--- config.mk ---
export PLATFORM = sky130hd
export DESIGN_NAME = client_session_table_with_idle_aging_flat
export DESIGN_NICKNAME = d
export VERILOG_FILES = /design/src/hw/rtl/cst_pkg.sv /design/src/hw/rtl/cst_if.sv /design/src/hw/rtl/cst_dp.sv /design/src/hw/rtl/cst_ctrl.sv /design/src/hw/rtl/client_session_table_with_idle_aging.sv /design/src/flat_wrapper.sv
export SDC_FILE = /design/constraint.sdc
export NUM_CORES = 2
export LEC_CHECK = 0
export BUFFER_PORTS_ARGS = -buffer_cell sky130_fd_sc_hd__buf_2
export CORE_MARGIN = 2
export CORE_UTILIZATION = 28
export CTS_CLUSTER_SIZE = 12
export DETAILED_ROUTE_END_ITERATION = 12
export PLACE_DENSITY = 0.48
export SLEW_MARGIN = 15
export SYNTH_ARGS = -nofsm -noshare
export SYNTH_HDL_FRONTEND = slang
export SYNTH_SLANG_ARGS = --single-unit
--- constraint.sdc ---
create_clock -name clk -period 16.1 [get_ports clk]
set_input_delay 3.22 -clock clk [delete_from_list [all_inputs] [get_ports clk]]
set_output_delay 3.22 -clock clk [all_outputs]
set_load 0.01 [all_outputs]
--- src/hw/rtl/cst_pkg.sv ---
// Package for the client session table: sizes, request codes, controller
// states and the command/status bundles between controller and datapath.
// No dependencies.
package cst_pkg;

  // Table size and derived widths
  localparam int MAX_PEERS = 16;
  localparam int IDX_W     = (MAX_PEERS > 1) ? $clog2(MAX_PEERS) : 1;
  localparam int CNT_W     = $clog2(MAX_PEERS + 1);

  // Fixed field widths of the request and response
  localparam int ADDR_W    = 32;
  localparam int PORT_W    = 16;
  localparam int AGE_W     = 16;
  localparam int OUT_IDX_W = 4;
  localparam int OUT_CNT_W = 5;

  // Configuration port
  localparam int PADDR_W   = 3;
  localparam int PDATA_W   = 32;
  localparam logic [AGE_W-1:0] THRESHOLD_RESET = AGE_W'(1000);
  localparam logic [AGE_W-1:0] AGE_MAX         = '1;

  // Register index of the idle threshold
  localparam logic REG_IDLE_THRESHOLD = 1'b0;

  // Request type codes
  localparam logic REQ_PACKET = 1'b0;
  localparam logic REQ_TICK   = 1'b1;

  // One table entry
  typedef struct packed {
    logic [ADDR_W-1:0] addr;
    logic [PORT_W-1:0] port;
    logic [AGE_W-1:0]  age;
  } entry_t;

  // Controller states
  typedef enum logic [1:0] {
    S_IDLE,
    S_READ,
    S_CHECK,
    S_DONE
  } state_t;

  // Commands from controller to datapath
  typedef struct packed {
    logic load_req;   // capture request, restart scan
    logic inc_k;      // advance scan slot
    logic wr_hit;     // clear age of matched slot
    logic wr_age;     // write aged value back to scan slot
    logic wr_move;    // move last entry into scan slot, drop one entry
    logic wr_ins;     // append new peer
    logic set_full;   // flag a failed insert
    logic load_rsp;   // load response register
  } dp_cmd_t;

  // Status from datapath to controller
  typedef struct packed {
    logic is_tick;
    logic in_range;   // scan slot below entry count
    logic match;      // scan entry equals request peer
    logic expire;     // aged scan entry reaches threshold
    logic full;       // no free slot
  } dp_status_t;

endpackage

--- src/hw/rtl/cst_if.sv ---
// Valid/ready channel interfaces for requests and responses of the
// client session table. Depends on cst_pkg.
interface cst_req_if;
  logic                          valid;
  logic                          ready;
  logic                          req_type;
  logic [cst_pkg::ADDR_W-1:0]    src_addr;
  logic [cst_pkg::PORT_W-1:0]    src_port;
  logic [cst_pkg::AGE_W-1:0]     elapsed_ms;

  modport source (output valid, req_type, src_addr, src_port, elapsed_ms, input ready);
  modport sink   (input valid, req_type, src_addr, src_port, elapsed_ms, output ready);
endinterface

interface cst_rsp_if;
  logic                          valid;
  logic                          ready;
  logic [cst_pkg::OUT_IDX_W-1:0] client_index;
  logic                          is_new;
  logic                          table_full;
  logic [cst_pkg::OUT_CNT_W-1:0] removed_count;
  logic [cst_pkg::OUT_CNT_W-1:0] live_count;

  modport source (output valid, client_index, is_new, table_full, removed_count, live_count,
                  input ready);
  modport sink   (input valid, client_index, is_new, table_full, removed_count, live_count,
                  output ready);
endinterface

--- src/hw/rtl/cst_dp.sv ---
// Datapath of the client session table: peer memory, scan slot, entry
// count, threshold register and response register. Depends on cst_pkg.
module cst_dp (
  input  logic                          clk,
  input  logic                          rst,
  input  cst_pkg::dp_cmd_t              cmd,
  output cst_pkg::dp_status_t           status,
  input  logic                          in_req_type,
  input  logic [cst_pkg::ADDR_W-1:0]    in_src_addr,
  input  logic [cst_pkg::PORT_W-1:0]    in_src_port,
  input  logic [cst_pkg::AGE_W-1:0]     in_elapsed_ms,
  input  logic                          thr_we,
  input  logic [cst_pkg::AGE_W-1:0]     thr_wdata,
  output logic [cst_pkg::AGE_W-1:0]     threshold,
  output logic [cst_pkg::OUT_IDX_W-1:0] client_index,
  output logic                          is_new,
  output logic                          table_full,
  output logic [cst_pkg::OUT_CNT_W-1:0] removed_count,
  output logic [cst_pkg::OUT_CNT_W-1:0] live_count
);

  cst_pkg::entry_t                  mem [cst_pkg::MAX_PEERS];
  cst_pkg::entry_t                  rd_k;
  cst_pkg::entry_t                  rd_last;
  cst_pkg::entry_t                  wr_data;
  logic [cst_pkg::IDX_W-1:0]        wr_idx;
  logic                             wr_en;

  logic                             req_tick;
  logic [cst_pkg::ADDR_W-1:0]       req_addr;
  logic [cst_pkg::PORT_W-1:0]       req_port;
  logic [cst_pkg::AGE_W-1:0]        req_ms;

  logic [cst_pkg::CNT_W-1:0]        k;
  logic [cst_pkg::CNT_W-1:0]        count;
  logic [cst_pkg::CNT_W-1:0]        last;
  logic [cst_pkg::CNT_W-1:0]        gone;
  logic [cst_pkg::CNT_W-1:0]        res_idx;
  logic                             res_new;
  logic                             res_full;

  logic [cst_pkg::AGE_W:0]          age_sum;
  logic [cst_pkg::AGE_W-1:0]        aged;

  // Age the scan entry, saturating at the top of the range
  assign age_sum = {1'b0, rd_k.age} + {1'b0, req_ms};
  assign aged    = age_sum[cst_pkg::AGE_W] ? cst_pkg::AGE_MAX : age_sum[cst_pkg::AGE_W-1:0];
  assign last    = count - cst_pkg::CNT_W'(1);

  // Status toward the controller
  always_comb begin
    status.is_tick  = req_tick;
    status.in_range = (k < count);
    status.match    = (rd_k.addr == req_addr) && (rd_k.port == req_port);
    status.expire   = (aged >= threshold);
    status.full     = (count == cst_pkg::CNT_W'(cst_pkg::MAX_PEERS));
  end

  // Select the single memory write of this cycle
  always_comb begin
    wr_en   = cmd.wr_hit | cmd.wr_age | cmd.wr_move | cmd.wr_ins;
    wr_idx  = k[cst_pkg::IDX_W-1:0];
    wr_data = rd_k;
    if (cmd.wr_ins) begin
      wr_idx  = count[cst_pkg::IDX_W-1:0];
      wr_data = '{addr: req_addr, port: req_port, age: '0};
    end else if (cmd.wr_move) begin
      // When the scan slot is the last one the copy lands on a dropped slot
      wr_data = rd_last;
    end else if (cmd.wr_age) begin
      wr_data.age = aged;
    end else if (cmd.wr_hit) begin
      wr_data.age = '0;
    end
  end

  // Peer memory: one write port, two registered read ports
  always_ff @(posedge clk) begin
    if (wr_en) begin
      mem[wr_idx] <= wr_data;
    end
    rd_k    <= mem[k[cst_pkg::IDX_W-1:0]];
    rd_last <= mem[last[cst_pkg::IDX_W-1:0]];
  end

  // Capture the request payload
  always_ff @(posedge clk) begin
    if (cmd.load_req) begin
      req_tick <= (in_req_type == cst_pkg::REQ_TICK);
      req_addr <= in_src_addr;
      req_port <= in_src_port;
      req_ms   <= in_elapsed_ms;
    end
  end

  // Scan slot, entry count, removal count and per-request result flags
  always_ff @(posedge clk) begin
    if (rst) begin
      k        <= '0;
      count    <= '0;
      gone     <= '0;
      res_idx  <= '0;
      res_new  <= 1'b0;
      res_full <= 1'b0;
    end else begin
      if (cmd.load_req) begin
        k        <= '0;
        gone     <= '0;
        res_idx  <= '0;
        res_new  <= 1'b0;
        res_full <= 1'b0;
      end
      if (cmd.inc_k) begin
        k <= k + cst_pkg::CNT_W'(1);
      end
      if (cmd.wr_hit) begin
        res_idx <= k;
      end
      if (cmd.wr_ins) begin
        res_idx <= count;
        res_new <= 1'b1;
        count   <= count + cst_pkg::CNT_W'(1);
      end
      if (cmd.wr_move) begin
        count <= last;
        gone  <= gone + cst_pkg::CNT_W'(1);
      end
      if (cmd.set_full) begin
        res_full <= 1'b1;
      end
    end
  end

  // Idle threshold register
  always_ff @(posedge clk) begin
    if (rst) begin
      threshold <= cst_pkg::THRESHOLD_RESET;
    end else if (thr_we) begin
      threshold <= thr_wdata;
    end
  end

  // Response register
  always_ff @(posedge clk) begin
    if (cmd.load_rsp) begin
      client_index  <= cst_pkg::OUT_IDX_W'(res_idx);
      is_new        <= res_new;
      table_full    <= res_full;
      removed_count <= cst_pkg::OUT_CNT_W'(gone);
      live_count    <= cst_pkg::OUT_CNT_W'(count);
    end
  end

`ifndef SYNTHESIS
  a_count_bound: assert property (@(posedge clk) disable iff (rst)
    count <= cst_pkg::CNT_W'(cst_pkg::MAX_PEERS))
    else $error("entry count above table size");

  a_move_nonempty: assert property (@(posedge clk) disable iff (rst)
    cmd.wr_move |-> (count != '0) && (k < count))
    else $error("removal from an empty table");

  a_ins_grows: assert property (@(posedge clk) disable iff (rst)
    cmd.wr_ins |=> count == $past(count) + cst_pkg::CNT_W'(1))
    else $error("insert did not grow the table");
`endif

endmodule

--- src/hw/rtl/cst_ctrl.sv ---
// Controller of the client session table: sequences the slot scan for
// packet and tick requests and owns the response valid. Depends on cst_pkg.
module cst_ctrl (
  input  logic                clk,
  input  logic                rst,
  input  logic                in_valid,
  output logic                in_ready,
  output logic                out_valid,
  input  logic                out_ready,
  input  cst_pkg::dp_status_t status,
  output cst_pkg::dp_cmd_t    cmd
);

  cst_pkg::state_t state;
  cst_pkg::state_t state_next;
  logic            out_free;
  logic            accept;

  assign in_ready = (state == cst_pkg::S_IDLE);
  assign accept   = in_valid && in_ready;
  assign out_free = !out_valid || out_ready;

  // Next state
  always_comb begin
    state_next = state;
    unique case (state)
      cst_pkg::S_IDLE: begin
        if (accept) state_next = cst_pkg::S_READ;
      end
      cst_pkg::S_READ: begin
        state_next = status.in_range ? cst_pkg::S_CHECK : cst_pkg::S_DONE;
      end
      cst_pkg::S_CHECK: begin
        if (!status.is_tick && status.match) begin
          state_next = cst_pkg::S_DONE;
        end else begin
          state_next = cst_pkg::S_READ;
        end
      end
      cst_pkg::S_DONE: begin
        if (out_free) state_next = cst_pkg::S_IDLE;
      end
      default: state_next = cst_pkg::S_IDLE;
    endcase
  end

  // Datapath commands
  always_comb begin
    cmd = '0;
    unique case (state)
      cst_pkg::S_IDLE: begin
        cmd.load_req = accept;
      end
      cst_pkg::S_READ: begin
        // Scan ran off the end: append the peer or flag a full table
        if (!status.in_range && !status.is_tick) begin
          cmd.wr_ins   = !status.full;
          cmd.set_full = status.full;
        end
      end
      cst_pkg::S_CHECK: begin
        if (status.is_tick) begin
          // Expired: pull the last entry in and check this slot again
          cmd.wr_move = status.expire;
          cmd.wr_age  = !status.expire;
          cmd.inc_k   = !status.expire;
        end else begin
          cmd.wr_hit = status.match;
          cmd.inc_k  = !status.match;
        end
      end
      cst_pkg::S_DONE: begin
        cmd.load_rsp = out_free;
      end
      default: cmd = '0;
    endcase
  end

  // State and response valid
  always_ff @(posedge clk) begin
    if (rst) begin
      state     <= cst_pkg::S_IDLE;
      out_valid <= 1'b0;
    end else begin
      state <= state_next;
      if (cmd.load_rsp) begin
        out_valid <= 1'b1;
      end else if (out_ready) begin
        out_valid <= 1'b0;
      end
    end
  end

`ifndef SYNTHESIS
  a_accept_starts: assert property (@(posedge clk) disable iff (rst)
    accept |=> state == cst_pkg::S_READ)
    else $error("accepted request did not start a scan");

  a_one_write: assert property (@(posedge clk) disable iff (rst)
    $onehot0({cmd.wr_hit, cmd.wr_age, cmd.wr_move, cmd.wr_ins}))
    else $error("more than one table write in a cycle");

  a_rsp_loaded: assert property (@(posedge clk) disable iff (rst)
    (state == cst_pkg::S_DONE) && out_free |=> out_valid && (state == cst_pkg::S_IDLE))
    else $error("finished request did not post a response");

  a_no_full_insert: assert property (@(posedge clk) disable iff (rst)
    cmd.wr_ins |-> !status.full)
    else $error("insert into a full table");
`endif

endmodule

--- src/hw/rtl/client_session_table_with_idle_aging.sv ---
// Top level of the client session table: request/response channels, APB
// configuration port, controller and datapath. Depends on cst_pkg, cst_if,
// cst_ctrl and cst_dp.
//
// Keeps up to MAX_PEERS (16) live peers, each an IPv4 address, UDP port and
// idle age. A packet request scans the table in slot order and returns the
// matching slot with its age cleared, or appends the peer and flags it new,
// or flags table_full. A tick request adds elapsed_ms to every age
// (saturating at 65535) and removes entries at or above idle_threshold_ms
// (APB address 0) by moving the last entry into the freed slot, which is then
// checked again. One request is in work at a time; each examined slot passes
// through a registered memory read, then compare and write back. A removal
// revisits its slot but shrinks the table by one. If the previous response
// is still waiting, the request holds in S_DONE until that response is
// taken. A finished response waits in an output register while the next
// request is accepted.
module client_session_table_with_idle_aging (
  input  logic                        clk,
  input  logic                        rst,
  cst_req_if.sink                     req,
  cst_rsp_if.source                   rsp,
  input  logic                        psel,
  input  logic                        penable,
  input  logic                        pwrite,
  input  logic [cst_pkg::PADDR_W-1:0] paddr,
  input  logic [cst_pkg::PDATA_W-1:0] pwdata,
  output logic [cst_pkg::PDATA_W-1:0] prdata,
  output logic                        pready
);

  cst_pkg::dp_cmd_t          cmd;
  cst_pkg::dp_status_t       status;
  logic                      thr_we;
  logic [cst_pkg::AGE_W-1:0] threshold;
  logic                      reg_sel;

  // Decode the configuration port
  assign pready  = 1'b1;
  assign reg_sel = (paddr[cst_pkg::PADDR_W-1] == cst_pkg::REG_IDLE_THRESHOLD);
  assign thr_we  = psel && penable && pwrite && reg_sel;
  assign prdata  = reg_sel ? cst_pkg::PDATA_W'(threshold) : '0;

  cst_ctrl u_ctrl (
    .clk       (clk),
    .rst       (rst),
    .in_valid  (req.valid),
    .in_ready  (req.ready),
    .out_valid (rsp.valid),
    .out_ready (rsp.ready),
    .status    (status),
    .cmd       (cmd)
  );

  cst_dp u_dp (
    .clk           (clk),
    .rst           (rst),
    .cmd           (cmd),
    .status        (status),
    .in_req_type   (req.req_type),
    .in_src_addr   (req.src_addr),
    .in_src_port   (req.src_port),
    .in_elapsed_ms (req.elapsed_ms),
    .thr_we        (thr_we),
    .thr_wdata     (pwdata[cst_pkg::AGE_W-1:0]),
    .threshold     (threshold),
    .client_index  (rsp.client_index),
    .is_new        (rsp.is_new),
    .table_full    (rsp.table_full),
    .removed_count (rsp.removed_count),
    .live_count    (rsp.live_count)
  );

endmodule
--- src/flat_wrapper.sv ---
// flat-port wrapper written by rule: the top's interface ports become plain ports
module client_session_table_with_idle_aging_flat 
  (clk, rst, psel, penable, pwrite, paddr, pwdata, prdata, pready, req_valid, req_req_type, req_src_addr, req_src_port, req_elapsed_ms, req_ready, rsp_valid, rsp_client_index, rsp_is_new, rsp_table_full, rsp_removed_count, rsp_live_count, rsp_ready);
  cst_req_if req_i ();
  cst_rsp_if rsp_i ();
  input  logic clk;
  input  logic rst;
  input  logic psel;
  input  logic penable;
  input  logic pwrite;
  input  logic [cst_pkg::PADDR_W-1:0] paddr;
  input  logic [cst_pkg::PDATA_W-1:0] pwdata;
  output logic [cst_pkg::PDATA_W-1:0] prdata;
  output logic pready;
  input wire logic [$bits(req_i.valid)-1:0] req_valid;
  input wire logic [$bits(req_i.req_type)-1:0] req_req_type;
  input wire logic [$bits(req_i.src_addr)-1:0] req_src_addr;
  input wire logic [$bits(req_i.src_port)-1:0] req_src_port;
  input wire logic [$bits(req_i.elapsed_ms)-1:0] req_elapsed_ms;
  output wire logic [$bits(req_i.ready)-1:0] req_ready;
  output wire logic [$bits(rsp_i.valid)-1:0] rsp_valid;
  output wire logic [$bits(rsp_i.client_index)-1:0] rsp_client_index;
  output wire logic [$bits(rsp_i.is_new)-1:0] rsp_is_new;
  output wire logic [$bits(rsp_i.table_full)-1:0] rsp_table_full;
  output wire logic [$bits(rsp_i.removed_count)-1:0] rsp_removed_count;
  output wire logic [$bits(rsp_i.live_count)-1:0] rsp_live_count;
  input wire logic [$bits(rsp_i.ready)-1:0] rsp_ready;
  assign req_i.valid = req_valid;
  assign req_i.req_type = req_req_type;
  assign req_i.src_addr = req_src_addr;
  assign req_i.src_port = req_src_port;
  assign req_i.elapsed_ms = req_elapsed_ms;
  assign req_ready = req_i.ready;
  assign rsp_valid = rsp_i.valid;
  assign rsp_client_index = rsp_i.client_index;
  assign rsp_is_new = rsp_i.is_new;
  assign rsp_table_full = rsp_i.table_full;
  assign rsp_removed_count = rsp_i.removed_count;
  assign rsp_live_count = rsp_i.live_count;
  assign rsp_i.ready = rsp_ready;
  client_session_table_with_idle_aging u_core (.clk(clk), .rst(rst), .req(req_i), .rsp(rsp_i), .psel(psel), .penable(penable), .pwrite(pwrite), .paddr(paddr), .pwdata(pwdata), .prdata(prdata), .pready(pready));
endmodule
==> run_results.csv <==
group,metric,value,unit
hold_path,hold_path.class,"flip-flop to flip-flop",
worst_setup_path,r2r-end,"u_core.u_dp.mem[2][53]",
worst_setup_path,r2r_start,"u_core.u_dp.req_ms[0]",
floorplan,start_util,28.1,%
clock_tree,htreeDepth,4,
clock_tree,cts_tree,"yes",
floorplan,die_x,451,um
yosys,synth_edf_count,1105,
worst_setup_path,crit_path_start_kind,"flip-flop",
timing,timing.hold.ws,0.426,ns
yosys,yosys.area.top_type_share,59.2,%
yosys,ys_seq_area_share,65.2,%
global_route,grt-ovfl-total,0,
power_and_ir_drop,p_sw_share,26.7,%
placement,place_hpwl,86100,um
timing,clock_skew,0.0259,ns
yosys,yosys.area_share.simple,2.84,%
placement,place_ws,8.69,ns
timing,fin_tns_setup,0,ns
cells_and_area,drive_gt1_share,36.4,%
power_and_ir_drop,leakagePower,0.0197,uW
power_and_ir_drop,p_int,6420,uW
clock_tree,clkLatencyLatePin,0.79,ns
worst_setup_path,crit_top_cell,"nand2_1",
floorplan,io_pins,158,
global_route,grtUsageTotal,15.9,%
yosys,ys.flop_type,"edfxtp_1",
yosys,synth_area_leader_cell,"edfxtp_1",
worst_setup_path,worstPathCellList,"ha_1, fa_1, a211oi_1, o21ai_1, o2111ai_1, nand2_1, o21bai_2, nand2_1, ha_1, a211o_1, a31oi_1, o21ai_1, a211o_1, nand2_4, buf_4, nand2_1, a31oi_1",
clock_tree,cts_sinks,1273,
global_route,grt_pass1_vias,31100,
hold_path,whs_endpoint,"u_core.u_dp.client_index[3]",
yosys,syn_inst,2828,
yosys,yosys_warnings,0,
yosys,yosysUniqueCellTypes,71,
yosys,synth_top_family_by_area,"multiplexers",
worst_setup_path,slowest_stage,"a31oi_1",
drt,firstDrtPassIters,7,
worst_setup_path,rrSetupSlack,8.95,ns
yosys,muxShareOfSynthArea,25.9,%
worst_setup_path,worst-path-buf-inv,1,
global_route,grt_pass1_wl,234000,um
clock_tree,postCtsHoldBufs,0,
clock_tree,cts_resized,0,
clock_tree,clk_pin_slew,0.06,ns
clock_tree,cts_setup_buffers,0,
worst_setup_path,worst_r2r_path_depth,17,
drt,post_drt_via_cell_ratio,5.22,
drt,drtIter0Drc,2842,
worst_setup_path,end_kind,"flip-flop",
worst_setup_path,critPathRequiredTime,16.51,ns
yosys,synthAdderAreaFrac,0.929,%
worst_setup_path,cp_max_fo,35,
power_and_ir_drop,seqPwrFrac,46.5,%
cells_and_area,syn_to_final_growth,15.5,%
worst_setup_path,crit_family,"compound AO/OA/AOI/OAI gates",
outcome,status,"completed",
floorplan,fp.dieArea,204000,um2
timing,hold_violations,0,
power_and_ir_drop,total_power,8760,uW
timing,drv_slew,0,
global_route,grt_antenna_before_repair,13,
yosys,async_reset_ff_share,0,%
timing,rsz0062_at_grt,"no",
drt,wl_per_cell,28.3,um
flow_run,drv_cap,0,
cells_and_area,fillers,18900,
yosys,synth_most_common_cell,"edfxtp_1",
timing,setup_violations,0,
worst_setup_path,path_class,"flip-flop to flip-flop",
timing,final.min_clock_period,7.15,ns
timing,fmax,0.140,GHz
yosys,syn-cell-area,56000,um2
yosys,synthTopCellsByArea,"edfxtp_1, mux4_2, dfxtp_1",
timing,slew_headroom,22.9,%
placement,place.gp.congestion,0.738,
timing,worstMarginPinSlew,1.16,ns
power_and_ir_drop,combPwrFrac,17.8,%
hold_path,min_path_cells,0,
power_and_ir_drop,clock_power_share,35.6,%
power_and_ir_drop,ir_worst_vdd,112,uV
yosys,syn_avg_cell_area,19.8,um2
clock_tree,clockRootBuffer,"clkbuf_16",
yosys,synth_common_cells,"edfxtp_1, mux4_2, dfxtp_1",
hold_path,hold_start,"u_core.u_dp.res_idx[3]",
yosys,synth_xor_area_share,0.969,%
timing,timing.final.crit_share,44.4,%
floorplan,row_count,164,
drt,ant_nets,0,
clock_tree,cts_made_buffers,142,
drt,finalWirelength,163000,um
global_route,grt_max_degree,110,
power_and_ir_drop,switching_power,2340,uW
power_and_ir_drop,p_per_area,135,nW/um2
drt,vias,30000,
worst_setup_path,max_stage_delay,0.86,ns
clock_tree,clock_path_buffers,3,
worst_setup_path,crit_arrival,7.56,ns
floorplan,core,199000,um2
drt,drc,0,
placement,io_buffers,122,
cells_and_area,final_nets,3127,
yosys,yosys_register_bits,1273,
yosys,synth-compound-area-share,2.43,%
timing,setup_slack,8.95,ns
floorplan,die_y,451,um
==> area by class of cell <==
| cell class | count | area (um2) | area share (%) |
|---|---|---|---|
| timing repair buffer | 195 | 1210 | 1.87 |
| multi-input combinational | 1333 | 19100 | 29.5 |
| tap | 2656 | 3320 | 5.13 |
| clock buffer | 198 | 3880 | 6.00 |
| clock inverter | 64 | 533 | 0.824 |
| inverter | 34 | 135 | 0.209 |
| antenna | 1 | 2.50 | 0.00387 |
| sequential | 1273 | 36600 | 56.5 |
==> power groups by stage <==
stage / clock, uW / sequential (uW) / combinational (uW)
6_report: 3120 / 4080 / 1560
5_1_grt: 3340 / 4090 / 1700
4_1_cts: 3210 / 4080 / 1570
3_5_place_dp: 0 / 4150 / 1570
3_3_place_gp: 0 / 4150 / 1560
2_1_floorplan: 0 / 4090 / 1090
==> cells in the final DEF (no fill, tap or decap), types with 5 or more instances in the layout <==
| cell type | n |
|---|---|
| nand4_1 | 13 |
| inv_1 | 30 |
| clkinv_2 | 23 |
| bufinv_16 | 5 |
| ha_1 | 39 |
| nor3_1 | 12 |
| nand2b_1 | 6 |
| nand3_1 | 12 |
| a21o_1 | 12 |
| xor2_1 | 38 |
| a31oi_2 | 47 |
| inv_6 | 12 |
| xnor2_1 | 22 |
| nor2_4 | 17 |
| clkbuf_16 | 143 |
| edfxtp_1 | 1105 |
| nor3b_1 | 5 |
| nor4_1 | 10 |
| and3_1 | 8 |
| buf_4 | 69 |
| nor2_1 | 103 |
| clkbuf_1 | 45 |
| conb_1 | 17 |
| nand2_1 | 152 |
| nor2b_1 | 8 |
| o21ai_1 | 9 |
| a31oi_1 | 13 |
| a211o_1 | 11 |
| o21ai_0 | 15 |
| mux4_2 | 640 |
| buf_2 | 122 |
| a22o_1 | 5 |
| clkinv_1 | 18 |
| a21oi_1 | 46 |
| dfxtp_1 | 164 |
| a211oi_1 | 10 |
| clkbuf_8 | 10 |
==> metal layers <==
metal  vias up  routed length (um)  track usage (%)
li1      12200                   -                -
met3       214                9610             2.70
met1     16400               70000             21.5
met4         8                3220             4.17
met2      1139               79700             26.5
met5         -                  53                0
==> state kept, by name, indices dropped and copies added (netlist names), 16 cells and up <==
| register | flops |
|---|---|
| u_core.u_dp.req_port | 16 |
| u_core.u_dp.threshold | 16 |
| u_core.u_dp.rd_last | 64 |
| u_core.u_dp.rd_k | 64 |
| u_core.u_dp.req_addr | 32 |
| u_core.u_dp.mem | 1024 |
| u_core.u_dp.req_ms | 16 |
==> stage by stage <==
step                      util, %  instance area [um2]  instances
after floorplan                 -                56100       2843
after global placement       30.1                60000       5491
after detailed placement     30.1                60000       5491
after CTS                    32.3                64400       5753
after global routing         32.5                64700       5754
final                        32.5                64700       5754
==> cell families after synthesis <==
kind of cell             after synthesis
flip-flops                          1273
multiplexers                         647
AND/OR/NAND/NOR                      363
buffers and inverters                237
AO/OA/AOI/OAI                        203
XOR/XNOR                              62
adder cells (fa/ha/maj)               41
other                                  2
==> how the worst max path moves through the flow <==
stage	start	to	cells after the start
6_report	u_core.u_dp.req_ms[0]	u_core.u_dp.mem[2][53]	17
5_1_grt	u_core.u_dp.req_ms[0]	u_core.u_dp.mem[12][53]	17
4_1_cts	u_core.u_dp.req_ms[0]	u_core.u_dp.mem[11][46]	17
3_5_place_dp	u_core.u_dp.req_ms[0]	u_core.u_dp.mem[7][32]	17
3_3_place_gp	u_core.u_dp.req_ms[0]	u_core.u_dp.mem[1][58]	17
2_1_floorplan	paddr[2]	prdata[10]	3
Note: power is estimated with default switching activity, not from simulation.
